**config.mk**
```make
export PLATFORM = sky130hd
export DESIGN_NAME = earu_norm
export DESIGN_NICKNAME = d
export VERILOG_FILES = /design/src/hdl/earu_pkg.sv /design/src/hdl/earu_norm.sv
export SDC_FILE = /design/constraint.sdc
export NUM_CORES = 1
export LEC_CHECK = 0
export ABC_AREA = 1
export BUFFER_PORTS_ARGS = -buffer_cell sky130_fd_sc_hd__buf_2
export CAP_MARGIN = 20
export CORE_ASPECT_RATIO = 1.1
export CORE_MARGIN = 3
export CORE_UTILIZATION = 56
export DETAILED_ROUTE_END_ITERATION = 10
export HOLD_SLACK_MARGIN = 0.12
export PLACE_DENSITY_LB_ADDON = 0.05
export SKIP_CTS_REPAIR_TIMING = 1
export SLEW_MARGIN = 30
export SYNTH_ARGS = -nofsm -noshare
export SYNTH_HDL_FRONTEND = slang
export SYNTH_SLANG_ARGS = --single-unit
```
**constraint.sdc**
```tcl
create_clock -name clock -period 13.57 [get_ports clock]
set_input_delay 2.714 -clock clock [delete_from_list [all_inputs] [get_ports clock]]
set_output_delay 2.714 -clock clock [all_outputs]
set_load 0.005 [all_outputs]
```
**src/hdl/earu_pkg.sv**
```systemverilog
// Shared widths, types, exp tables and saturation helpers for the attract/repel update.
package earu_pkg;

   localparam int COMP_W      = 20;
   localparam int FRAC_BITS   = 16;
   localparam int RATE_W      = 16;
   localparam int INVZ_W      = 24;
   localparam int SUM_W       = 46;
   localparam int ROOT_W      = SUM_W / 2;
   localparam int NUM_W       = COMP_W + FRAC_BITS;
   localparam int ITER_W      = $clog2(NUM_W);
   localparam int MAG_W       = COMP_W + 1;
   localparam int SQ_W        = 2 * MAG_W - 1;
   localparam int R_W         = 2 * FRAC_BITS - 4;
   localparam int E_W         = 17;
   localparam int C_W         = 25;
   localparam int Q_W         = 29;
   localparam int MUL_A_W     = 28;
   localparam int MUL_B_W     = 25;
   localparam int PROD_W      = MUL_A_W + MUL_B_W;
   localparam int WIDE_W      = 32;
   localparam int IDX_W       = 8;
   localparam int N_REPEL     = 6;
   localparam int K_W         = 3;
   localparam int MAX_DIM_DEF = 64;

   localparam logic [RATE_W-1:0] ATTRACT_RATE_RST = RATE_W'(3277);
   localparam logic [INVZ_W-1:0] INV_Z_RST        = INVZ_W'(65536);

   // register indexes on the csr port
   localparam logic [IDX_W-1:0] REG_ATTRACT_RATE = IDX_W'(0);
   localparam logic [IDX_W-1:0] REG_INV_Z        = IDX_W'(1);

   localparam logic signed [WIDE_W-1:0] WIDE_MAX = 32'sd524287;
   localparam logic signed [WIDE_W-1:0] WIDE_MIN = -32'sd524288;

   typedef logic signed [COMP_W-1:0] comp_type;

   typedef struct packed {
      logic sqrt_go;
      logic div_go;
   } norm_cmd_type;

   localparam comp_type COMP_MAX = comp_type'(WIDE_MAX[COMP_W-1:0]);
   localparam comp_type COMP_MIN = comp_type'(WIDE_MIN[COMP_W-1:0]);

   // clamp a wide signed value to the component range
   function automatic comp_type sat_comp(input logic signed [WIDE_W-1:0] v);
      comp_type r;
      if (v > WIDE_MAX) r = COMP_MAX;
      else if (v < WIDE_MIN) r = COMP_MIN;
      else r = v[COMP_W-1:0];
      return r;
   endfunction

   // drop sixteen fraction bits, round half up (operands are magnitudes)
   function automatic logic [PROD_W-1:0] round_q16(input logic [PROD_W-1:0] p);
      return (p + PROD_W'(32768)) >> 16;
   endfunction

   // exp(-i), Q1.16
   function automatic logic [E_W-1:0] exp_int(input logic [3:0] i);
      logic [E_W-1:0] r;
      case (i)
         4'd0:    r = E_W'(65536);
         4'd1:    r = E_W'(24109);
         4'd2:    r = E_W'(8869);
         4'd3:    r = E_W'(3263);
         4'd4:    r = E_W'(1200);
         4'd5:    r = E_W'(442);
         4'd6:    r = E_W'(162);
         4'd7:    r = E_W'(60);
         4'd8:    r = E_W'(22);
         4'd9:    r = E_W'(8);
         4'd10:   r = E_W'(3);
         4'd11:   r = E_W'(1);
         default: r = '0;
      endcase
      return r;
   endfunction

   // exp(-j/16), Q1.16
   function automatic logic [E_W-1:0] exp_frac(input logic [3:0] j);
      logic [E_W-1:0] r;
      case (j)
         4'd0:    r = E_W'(65536);
         4'd1:    r = E_W'(61565);
         4'd2:    r = E_W'(57835);
         4'd3:    r = E_W'(54331);
         4'd4:    r = E_W'(51039);
         4'd5:    r = E_W'(47947);
         4'd6:    r = E_W'(45042);
         4'd7:    r = E_W'(42313);
         4'd8:    r = E_W'(39750);
         4'd9:    r = E_W'(37341);
         4'd10:   r = E_W'(35079);
         4'd11:   r = E_W'(32954);
         4'd12:   r = E_W'(30957);
         4'd13:   r = E_W'(29081);
         4'd14:   r = E_W'(27319);
         default: r = E_W'(25664);
      endcase
      return r;
   endfunction

endpackage

```
**src/hdl/earu_norm.sv**
```systemverilog
// Bit-serial square root of a square sum, then restoring division of components by that root.
module earu_norm import earu_pkg::*; (
   input  logic               clock,
   input  logic               reset,
   input  norm_cmd_type       cmd,
   input  logic [SUM_W-1:0]   sum,
   input  comp_type           comp,
   output logic               busy,
   output comp_type           result
);

   localparam logic [SUM_W-1:0] BIT_START = SUM_W'(1) << (2 * (ROOT_W - 1));

   logic               busy_ff, busy_in;
   logic               div_ff, div_in;
   logic [ITER_W-1:0]  iter_ff, iter_in;
   logic [SUM_W-1:0]   v_ff, v_in;
   logic [SUM_W-1:0]   res_ff, res_in;
   logic [SUM_W-1:0]   bit_ff, bit_in;
   logic [ROOT_W-1:0]  root_ff, root_in;
   logic [NUM_W-1:0]   num_ff, num_in;
   logic [ROOT_W-1:0]  rem_ff, rem_in;
   logic [NUM_W-1:0]   quo_ff, quo_in;
   logic               neg_ff, neg_in;
   comp_type           result_ff, result_in;

   logic [SUM_W:0]     sq_t;
   logic               sq_ge;
   logic [SUM_W-1:0]   sq_v, sq_res;
   logic [ROOT_W:0]    dv_trial, dv_diff;
   logic               dv_ge;
   logic [NUM_W-1:0]   dv_quo;
   logic               q_big;
   logic [COMP_W-1:0]  comp_mag;

   // one square root step: try the next bit pair
   always_comb begin
      sq_t   = {1'b0, res_ff} + {1'b0, bit_ff};
      sq_ge  = {1'b0, v_ff} >= sq_t;
      sq_v   = sq_ge ? v_ff - sq_t[SUM_W-1:0] : v_ff;
      sq_res = sq_ge ? (res_ff >> 1) + bit_ff : res_ff >> 1;
   end

   // one division step: bring down a numerator bit
   always_comb begin
      dv_trial = {rem_ff, num_ff[NUM_W-1]};
      dv_diff  = dv_trial - {1'b0, root_ff};
      dv_ge    = dv_trial >= {1'b0, root_ff};
      dv_quo   = {quo_ff[NUM_W-2:0], dv_ge};
      q_big    = |dv_quo[NUM_W-1:COMP_W-1];
      comp_mag = comp[COMP_W-1] ? COMP_W'(-comp) : COMP_W'(comp);
   end

   always_comb begin
      busy_in   = busy_ff;
      div_in    = div_ff;
      iter_in   = iter_ff;
      v_in      = v_ff;
      res_in    = res_ff;
      bit_in    = bit_ff;
      root_in   = root_ff;
      num_in    = num_ff;
      rem_in    = rem_ff;
      quo_in    = quo_ff;
      neg_in    = neg_ff;
      result_in = result_ff;
      if (cmd.sqrt_go) begin
         busy_in = 1'b1;
         div_in  = 1'b0;
         iter_in = ITER_W'(ROOT_W - 1);
         v_in    = sum;
         res_in  = '0;
         bit_in  = BIT_START;
      end else if (cmd.div_go) begin
         busy_in = 1'b1;
         div_in  = 1'b1;
         iter_in = ITER_W'(NUM_W - 1);
         num_in  = {comp_mag, FRAC_BITS'(0)} + NUM_W'(root_ff >> 1);
         rem_in  = '0;
         quo_in  = '0;
         neg_in  = comp[COMP_W-1];
      end else if (busy_ff && !div_ff) begin
         v_in   = sq_v;
         res_in = sq_res;
         bit_in = bit_ff >> 2;
         iter_in = iter_ff - ITER_W'(1);
         if (iter_ff == '0) begin
            busy_in = 1'b0;
            root_in = sq_res[ROOT_W-1:0];
         end
      end else if (busy_ff) begin
         rem_in  = dv_ge ? dv_diff[ROOT_W-1:0] : dv_trial[ROOT_W-1:0];
         quo_in  = dv_quo;
         num_in  = num_ff << 1;
         iter_in = iter_ff - ITER_W'(1);
         if (iter_ff == '0) begin
            busy_in = 1'b0;
            // saturate quotient and restore sign; a zero root gives zero
            if (root_ff == '0) result_in = '0;
            else if (neg_ff) result_in = q_big ? COMP_MIN : comp_type'(-dv_quo[COMP_W-1:0]);
            else result_in = q_big ? COMP_MAX : comp_type'(dv_quo[COMP_W-1:0]);
         end
      end
   end

   always_ff @(posedge clock) begin
      if (reset) begin
         busy_ff <= 1'b0;
         div_ff  <= 1'b0;
         iter_ff <= '0;
      end else begin
         busy_ff <= busy_in;
         div_ff  <= div_in;
         iter_ff <= iter_in;
      end
      v_ff      <= v_in;
      res_ff    <= res_in;
      bit_ff    <= bit_in;
      root_ff   <= root_in;
      num_ff    <= num_in;
      rem_ff    <= rem_in;
      quo_ff    <= quo_in;
      neg_ff    <= neg_in;
      result_ff <= result_in;
   end

   assign busy   = busy_ff;
   assign result = result_ff;

endmodule

```
==> flow_metrics.tcl, run 1 <==
set metrics [dict create \
    route.antenna.remaining_nets 0 \
    critPathLaunchType "flip-flop" \
    wire_length_of_the_first_global_routing_pass_mm 106 \
    share_of_synthesized_flip_flops_with_an_asynchronous_set_or_reset_pct 0 \
    number_of_detailed_route_iterations_in_the_first_pass 6 \
    regToRegSetupSlack_ps 7530 \
    num-nets-final 3466 \
    run_status "completed" \
    overflow 0 \
    grt_setup_unrepaired "no" \
    antenna_cells 0 \
    synth.cells.most_frequent "sky130_fd_sc_hd__nand2_1 (853), sky130_fd_sc_hd__inv_1 (422), sky130_fd_sc_hd__nor2_1 (397)" \
    cts_h_tree_lvls 1 \
    detailedRoute.firstIterationViolations 1687 \
    worstSkewPairLatency_ps 570 \
    totalNegativeSetupSlack_ps 0 \
    clk_pin_slew_ps 60 \
    core_region_area_um2 37600 \
    vias_in_the_first_global_route 20280 \
    timing.critical_path.fanout_max 47 \
    mappedNetlistNets 3412 \
    start_util_pct 57.4 \
    min_delay_path_depth 2 \
    design_power_total_mw 2.80 \
    clock_sinks 261 \
    synth.cell_area_um2 21600 \
    num_rows 74 \
    drt-wirelength-per-cell_um 18.1 \
    cts_tree "yes" \
    yosys_warnings 0 \
    clock-skew-final_ps 9.61 \
    arrival_ps 6240 \
    post_dp_cell_area_um2 22400 \
    worst-endpoint-required_ps 13770 \
    min-delay-start "iter_ff[3]" \
    report.final.slew_viol_count 0 \
    critical_path_class "flip-flop to flip-flop" \
    cp.buffers_inverters 3 \
    routed-via-count 21591 \
    setup_viol_count_final 0 \
    hold_fails_final_rpt 0 \
    drc 0 \
    yosys.cell_types.count 52 \
    place_hpwl_mm 53.9 \
    final_cell_area_um2 23500 \
    path_cells "ha_1, nand2_1, o21ai_0, inv_1, nand2_1, a21oi_1, o21ai_0, a21oi_1, xor2_1, ha_1, nand2_1, nor2_1, and3_1, nand2_1, nand2_2, nand4_4, nand2_2, buf_4, nand2_1, nand2_2, buf_4" \
    worst_pin_slew_ps 815 \
    post-route-util_pct 62.4 \
    timing.critical_path.to_type "flip-flop" \
    clock_tree.buffer_depth 3 \
    post-synth-top-count-cell "sky130_fd_sc_hd__nand2_1" \
    pin_count_of_the_biggest_net_entering_global_routing 89 \
    synth_flop_cell "sky130_fd_sc_hd__edfxtp_1" \
    port_buffers 90 \
    synthDominantAreaCellType "sky130_fd_sc_hd__edfxtp_1" \
    syn_area_per_cell_um2 6.72 \
    yosysTopAreaCellShare_pct 25.6 \
    cpMaxStageDelayCell "sky130_fd_sc_hd__nand4_4" \
    netlist_top_cells_area "sky130_fd_sc_hd__edfxtp_1 (26%), sky130_fd_sc_hd__nand2_1 (15%), sky130_fd_sc_hd__inv_1 (7.3%)" \
    layout_worst_path_cycle_share_pct 44.5 \
    reg2reg_from "res_ff[6]" \
    wirelength_mm 68.4 \
    crit_family "simple AND/OR/NAND/NOR gates" \
    leakage_nw 10.5 \
    cp_common_cell "sky130_fd_sc_hd__nand2_1" \
    via_per_inst 5.71 \
    hold_end "iter_ff[3]" \
    number_of_enable_type_register_cells_in_the_synthesized_netlist 184 \
    period_minus_slack_ps 6040 \
    maxcap_viol_count 0 \
    drive_gt1_share_pct 6.50 \
    io-pin-count 91 \
    area_growth_pct 8.69 \
    grtUsageTotal_pct 31.9 \
    worst_ir_drop_on_vdd_mv 0.127 \
    grt_antenna_before_repair 0 \
    cts_root_buffer "sky130_fd_sc_hd__clkbuf_16" \
    die_height_um 212 \
    floorplan.die_area_um2 40900 \
    gp_congestion 1.05 \
    critical_path.reg2reg.endpoint "v_ff[43]" \
    worstRegToRegCells 21 \
    worst_slew_margin_rel_pct 45.7 \
    fmax_mhz 165 \
    tritoncts.num_buffers 30 \
    postSynthRegisterBits 261 \
    synth_sequential_area_ratio_pct 32.7 \
    syn_inst 3213 \
    cellPowerDensity_nw_per_um2 119 \
    worst_path_largest_cell_delay_ps 570 \
    die-width_um 193 \
    timing.hold.worst.class "flip-flop to flip-flop" \
]
-- sequential cells by signal, indices dropped and copies added (netlist names) --
register / cells
root_ff: 23
num_ff: 36
neg_ff: 1
busy: 1
bit_ff: 23
v_ff: 46
res_ff: 46
quo_ff: 35
rem_ff: 23
iter_ff: 6
div_ff: 1
result: 20
-- layout by cell type, fill, tap and decap left out, types with 14 or more instances in the layout --
cell type / n
sky130_fd_sc_hd__o21ai_0: 219
sky130_fd_sc_hd__a21oi_1: 207
sky130_fd_sc_hd__xor2_1: 85
sky130_fd_sc_hd__clkbuf_16: 33
sky130_fd_sc_hd__nand3_1: 257
sky130_fd_sc_hd__or2_2: 20
sky130_fd_sc_hd__ha_1: 126
sky130_fd_sc_hd__dfxtp_1: 77
sky130_fd_sc_hd__o21bai_1: 30
sky130_fd_sc_hd__edfxtp_1: 184
sky130_fd_sc_hd__xnor2_1: 43
sky130_fd_sc_hd__buf_4: 14
sky130_fd_sc_hd__a31oi_1: 16
sky130_fd_sc_hd__buf_2: 88
sky130_fd_sc_hd__inv_1: 421
sky130_fd_sc_hd__nor2_1: 397
sky130_fd_sc_hd__nand4_1: 46
sky130_fd_sc_hd__nand2_1: 851
sky130_fd_sc_hd__nor4_1: 15
sky130_fd_sc_hd__nor3_1: 26
-- where the power goes --
| group | leakage [nW] | switching [mW] | internal, mW |
|---|---|---|---|
| Combinational | 7.61 | 0.642 | 0.318 |
| Sequential | 2.39 | 0.0571 | 0.948 |
| Clock | 0.511 | 0.339 | 0.497 |
| Total | 10.5 | 1.04 | 1.76 |
-- cell type report --
class	instances	area, µm²
Clock buffer	43	933
Clock inverter	12	105
Fill cell	3585	14100
Inverter	429	1610
Multi-Input combinational cell	2443	12600
Sequential cell	261	7070
Tap cell	494	618
Timing Repair Buffer	102	546
-- worst register-to-register path: cells and delay by family (launching register included) --
kind | cells | cell delay [ps]
adders and majority gates | 2 | 760
xor gates and xnor gates | 1 | 210
DFF | 1 | 390
and+or+nand+nor | 11 | 2110
AOI/OAI and AO/OA | 4 | 1090
buffers and inverters | 3 | 1110
-- metal layers --
metal | vias up | share of wire [%] | track usage [%]
met4 | 0 | 4.5 | 13.3
met2 | 814 | 48 | 56.9
li1 | 10679 | - | -
met5 | - | 0 | 0
met1 | 9922 | 41 | 39.7
met3 | 176 | 6.2 | 3.55
-- worst max-delay path by stage --
stage                end  slack, ps  cells past startpoint  startpoint
6_report        v_ff[43]       7530                     21   res_ff[6]
2_1_floorplan  num_ff[0]       3270                      6      cmd[0]
3_5_place_dp    v_ff[43]       7650                     22   res_ff[6]
5_1_grt         v_ff[43]       7160                     23   res_ff[6]
3_3_place_gp    v_ff[42]       7720                     21  res_ff[10]
4_1_cts         v_ff[42]       7630                     22   res_ff[6]
-- cells by family after synthesis --
logic type	count (synthesis)	share of synthesized area, %
compound gates	533	13.5
xor+xnor	128	5.19
fa+ha+maj	129	7.58
buf+inv	509	9.05
flops	261	32.7
simple gates	1653	32.0
-- through the flow --
stage	hold WS [ps]	worst slack, ps	cells
after global placement	473	7720	3729
final	498	7530	3784
after CTS	496	7630	3784
after floorplan	459	3270	3213
after detailed placement	486	7650	3729
after global routing	512	7160	3784
Note: power is estimated with default switching activity, not from simulation.
==> run 2: changes to the inputs <==
Clock period 13.57 ns to 5.8 ns, I/O delays scaled along.
==> flow_metrics.tcl, run 2 (synthesis results as in run 1) <==
set metrics [dict create \
    run_status "completed" \
    port_buffers 90 \
    die_height_um 212 \
    final_cell_mix "sky130_fd_sc_hd__nand2_1 (851), sky130_fd_sc_hd__inv_1 (421), sky130_fd_sc_hd__nor2_1 (397)" \
    detailedRoute.firstIterationViolations 1948 \
    period_minus_slack_ps 5110 \
    cts_h_tree_lvls 1 \
    cts_root_buffer "sky130_fd_sc_hd__clkbuf_16" \
    design_power_total_mw 6.58 \
    worstSkewPairLatency_ps 580 \
    wire_length_of_the_first_global_routing_pass_mm 110 \
    grtUsageTotal_pct 32.9 \
    tritoncts.num_buffers 29 \
    worst_slew_margin_rel_pct 43.3 \
    clock-skew-final_ps 16.0 \
    vias_in_the_first_global_route 20890 \
    timing.hold.worst.class "flip-flop to flip-flop" \
    reg.largest.list "res_ff: 46 flops, v_ff: 46 flops, num_ff: 36 flops" \
    layoutNonFillerInstCount 3789 \
    finalWorstSetupSlack_ps 695 \
    fmax_mhz 196 \
    cts_tree "yes" \
    start_util_pct 57.4 \
    wirelength_mm 69.8 \
    die-width_um 193 \
    via_per_inst 5.79 \
    setup_viol_count_final 0 \
    hold_fails_final_rpt 0 \
    route.antenna.remaining_nets 0 \
    drive_gt1_share_pct 6.62 \
    worst-endpoint-required_ps 6320 \
    cellPowerDensity_nw_per_um2 280 \
    leakage_nw 10.5 \
    worst_pin_slew_ps 850 \
    io-pin-count 91 \
    drc 0 \
    core_region_area_um2 37600 \
    critical_path_class "flip-flop to flip-flop" \
    area_growth_pct 8.84 \
    overflow 0 \
    preCtsSetupSlack_ps 877 \
    layout_worst_path_cycle_share_pct 88.0 \
    totalNegativeSetupSlack_ps 0 \
    clock_tree.buffer_depth 3 \
    critPathLaunchType "flip-flop" \
    maxcap_viol_count 0 \
    timing.critical_path.to_type "flip-flop" \
    timing.critical_path.fanout_max 46 \
    drt-wirelength-per-cell_um 18.4 \
    layout_commonest_cell "sky130_fd_sc_hd__nand2_1" \
    pin_count_of_the_biggest_net_entering_global_routing 81 \
    num-nets-final 3470 \
    arrival_ps 5620 \
    num-fill-cells 3565 \
    gp_congestion 0.990 \
    grt_setup_unrepaired "no" \
    grt_antenna_before_repair 0 \
    place_hpwl_mm 54.1 \
    num_rows 74 \
    clock_sinks 261 \
    report.final.slew_viol_count 0 \
    worst_ir_drop_on_vdd_mv 0.299 \
    routed-via-count 21935 \
    clk_pin_slew_ps 60 \
    placed_cells_incl_taps 3734 \
    floorplan.die_area_um2 40900 \
    number_of_detailed_route_iterations_in_the_first_pass 6 \
]
==> run 2: cell count changes in the layout (fill, tap and decap cells not counted), sizes merged <==
cell and change:
inv +4, clkbuf -7, buf +5, clkinv +1
bufinv +1, diode +1
==> run 2: metrics by stage <==
stage / hold slack, ps / area [µm²] / util, %
global placement: 477 / 22500 / 59.8
floorplan: 459 / 21600 / -
global route: 542 / 23500 / 62.5
detailed placement: 498 / 22500 / 59.8
CTS: 508 / 23500 / 62.5
finish: 510 / 23500 / 62.5
==> run 2: worst max-delay path: stages (launching register included) <==
cell	delay [ps]
sky130_fd_sc_hd__dfxtp_1	390
sky130_fd_sc_hd__ha_1	380
sky130_fd_sc_hd__nand2_1	100
sky130_fd_sc_hd__o21ai_0	290
sky130_fd_sc_hd__inv_1	70
sky130_fd_sc_hd__nand2_1	200
sky130_fd_sc_hd__a21oi_1	210
sky130_fd_sc_hd__o21ai_0	510
sky130_fd_sc_hd__a21oi_1	200
sky130_fd_sc_hd__o21bai_1	200
sky130_fd_sc_hd__xor2_1	270
sky130_fd_sc_hd__ha_1	250
sky130_fd_sc_hd__nand2_1	110
sky130_fd_sc_hd__nor2_1	310
sky130_fd_sc_hd__nand2_1	90
sky130_fd_sc_hd__nor2_1	90
sky130_fd_sc_hd__nand3_1	90
sky130_fd_sc_hd__nand2_1	70
sky130_fd_sc_hd__nand2_1	50
sky130_fd_sc_hd__nand2_1	100
sky130_fd_sc_hd__nand2_4	60
sky130_fd_sc_hd__nand2_2	70
sky130_fd_sc_hd__buf_4	470
sky130_fd_sc_hd__nand2_1	120
sky130_fd_sc_hd__nand2_1	120
sky130_fd_sc_hd__o21ai_0	90
sky130_fd_sc_hd__inv_1	90
==> run 2: path summary, 6_finish.rpt <==
| check | from | to | slack (ps) | cells after the start |
|---|---|---|---|---|
| max | res_ff[6] | res_ff[13] | 690 | 26 |
| min | iter_ff[3] | iter_ff[3] | 510 | 2 |
| max reg2reg | res_ff[6] | res_ff[13] | 690 | 26 |
| min reg2reg | iter_ff[3] | iter_ff[3] | 510 | 2 |
==> run 2: metal layers <==
layer	wire length, µm	part of all wire (%)	track usage (%)
met5	0	0	0
met4	3290	4.7	14.8
met3	4460	6.4	3.49
met2	33500	48	57.9
met1	28500	41	41.1
==> run 2: final cells by class <==
type / count / area [µm²] / share of cell area, %
Timing Repair Buffer: 107 / 596 / 2.53
Sequential cell: 261 / 7070 / 30.1
Inverter: 429 / 1610 / 6.85
Tap cell: 494 / 618 / 2.63
Antenna cell: 1 / 2.50 / 0.0107
Clock inverter: 18 / 178 / 0.756
Clock buffer: 36 / 835 / 3.55
Multi-Input combinational cell: 2443 / 12600 / 53.6
==> run 2: where the power goes <==
part | switching, mW | internal (mW)
Sequential | 0.134 | 2.22
Clock | 0.844 | 1.12
Combinational | 1.51 | 0.749
Total | 2.49 | 4.09
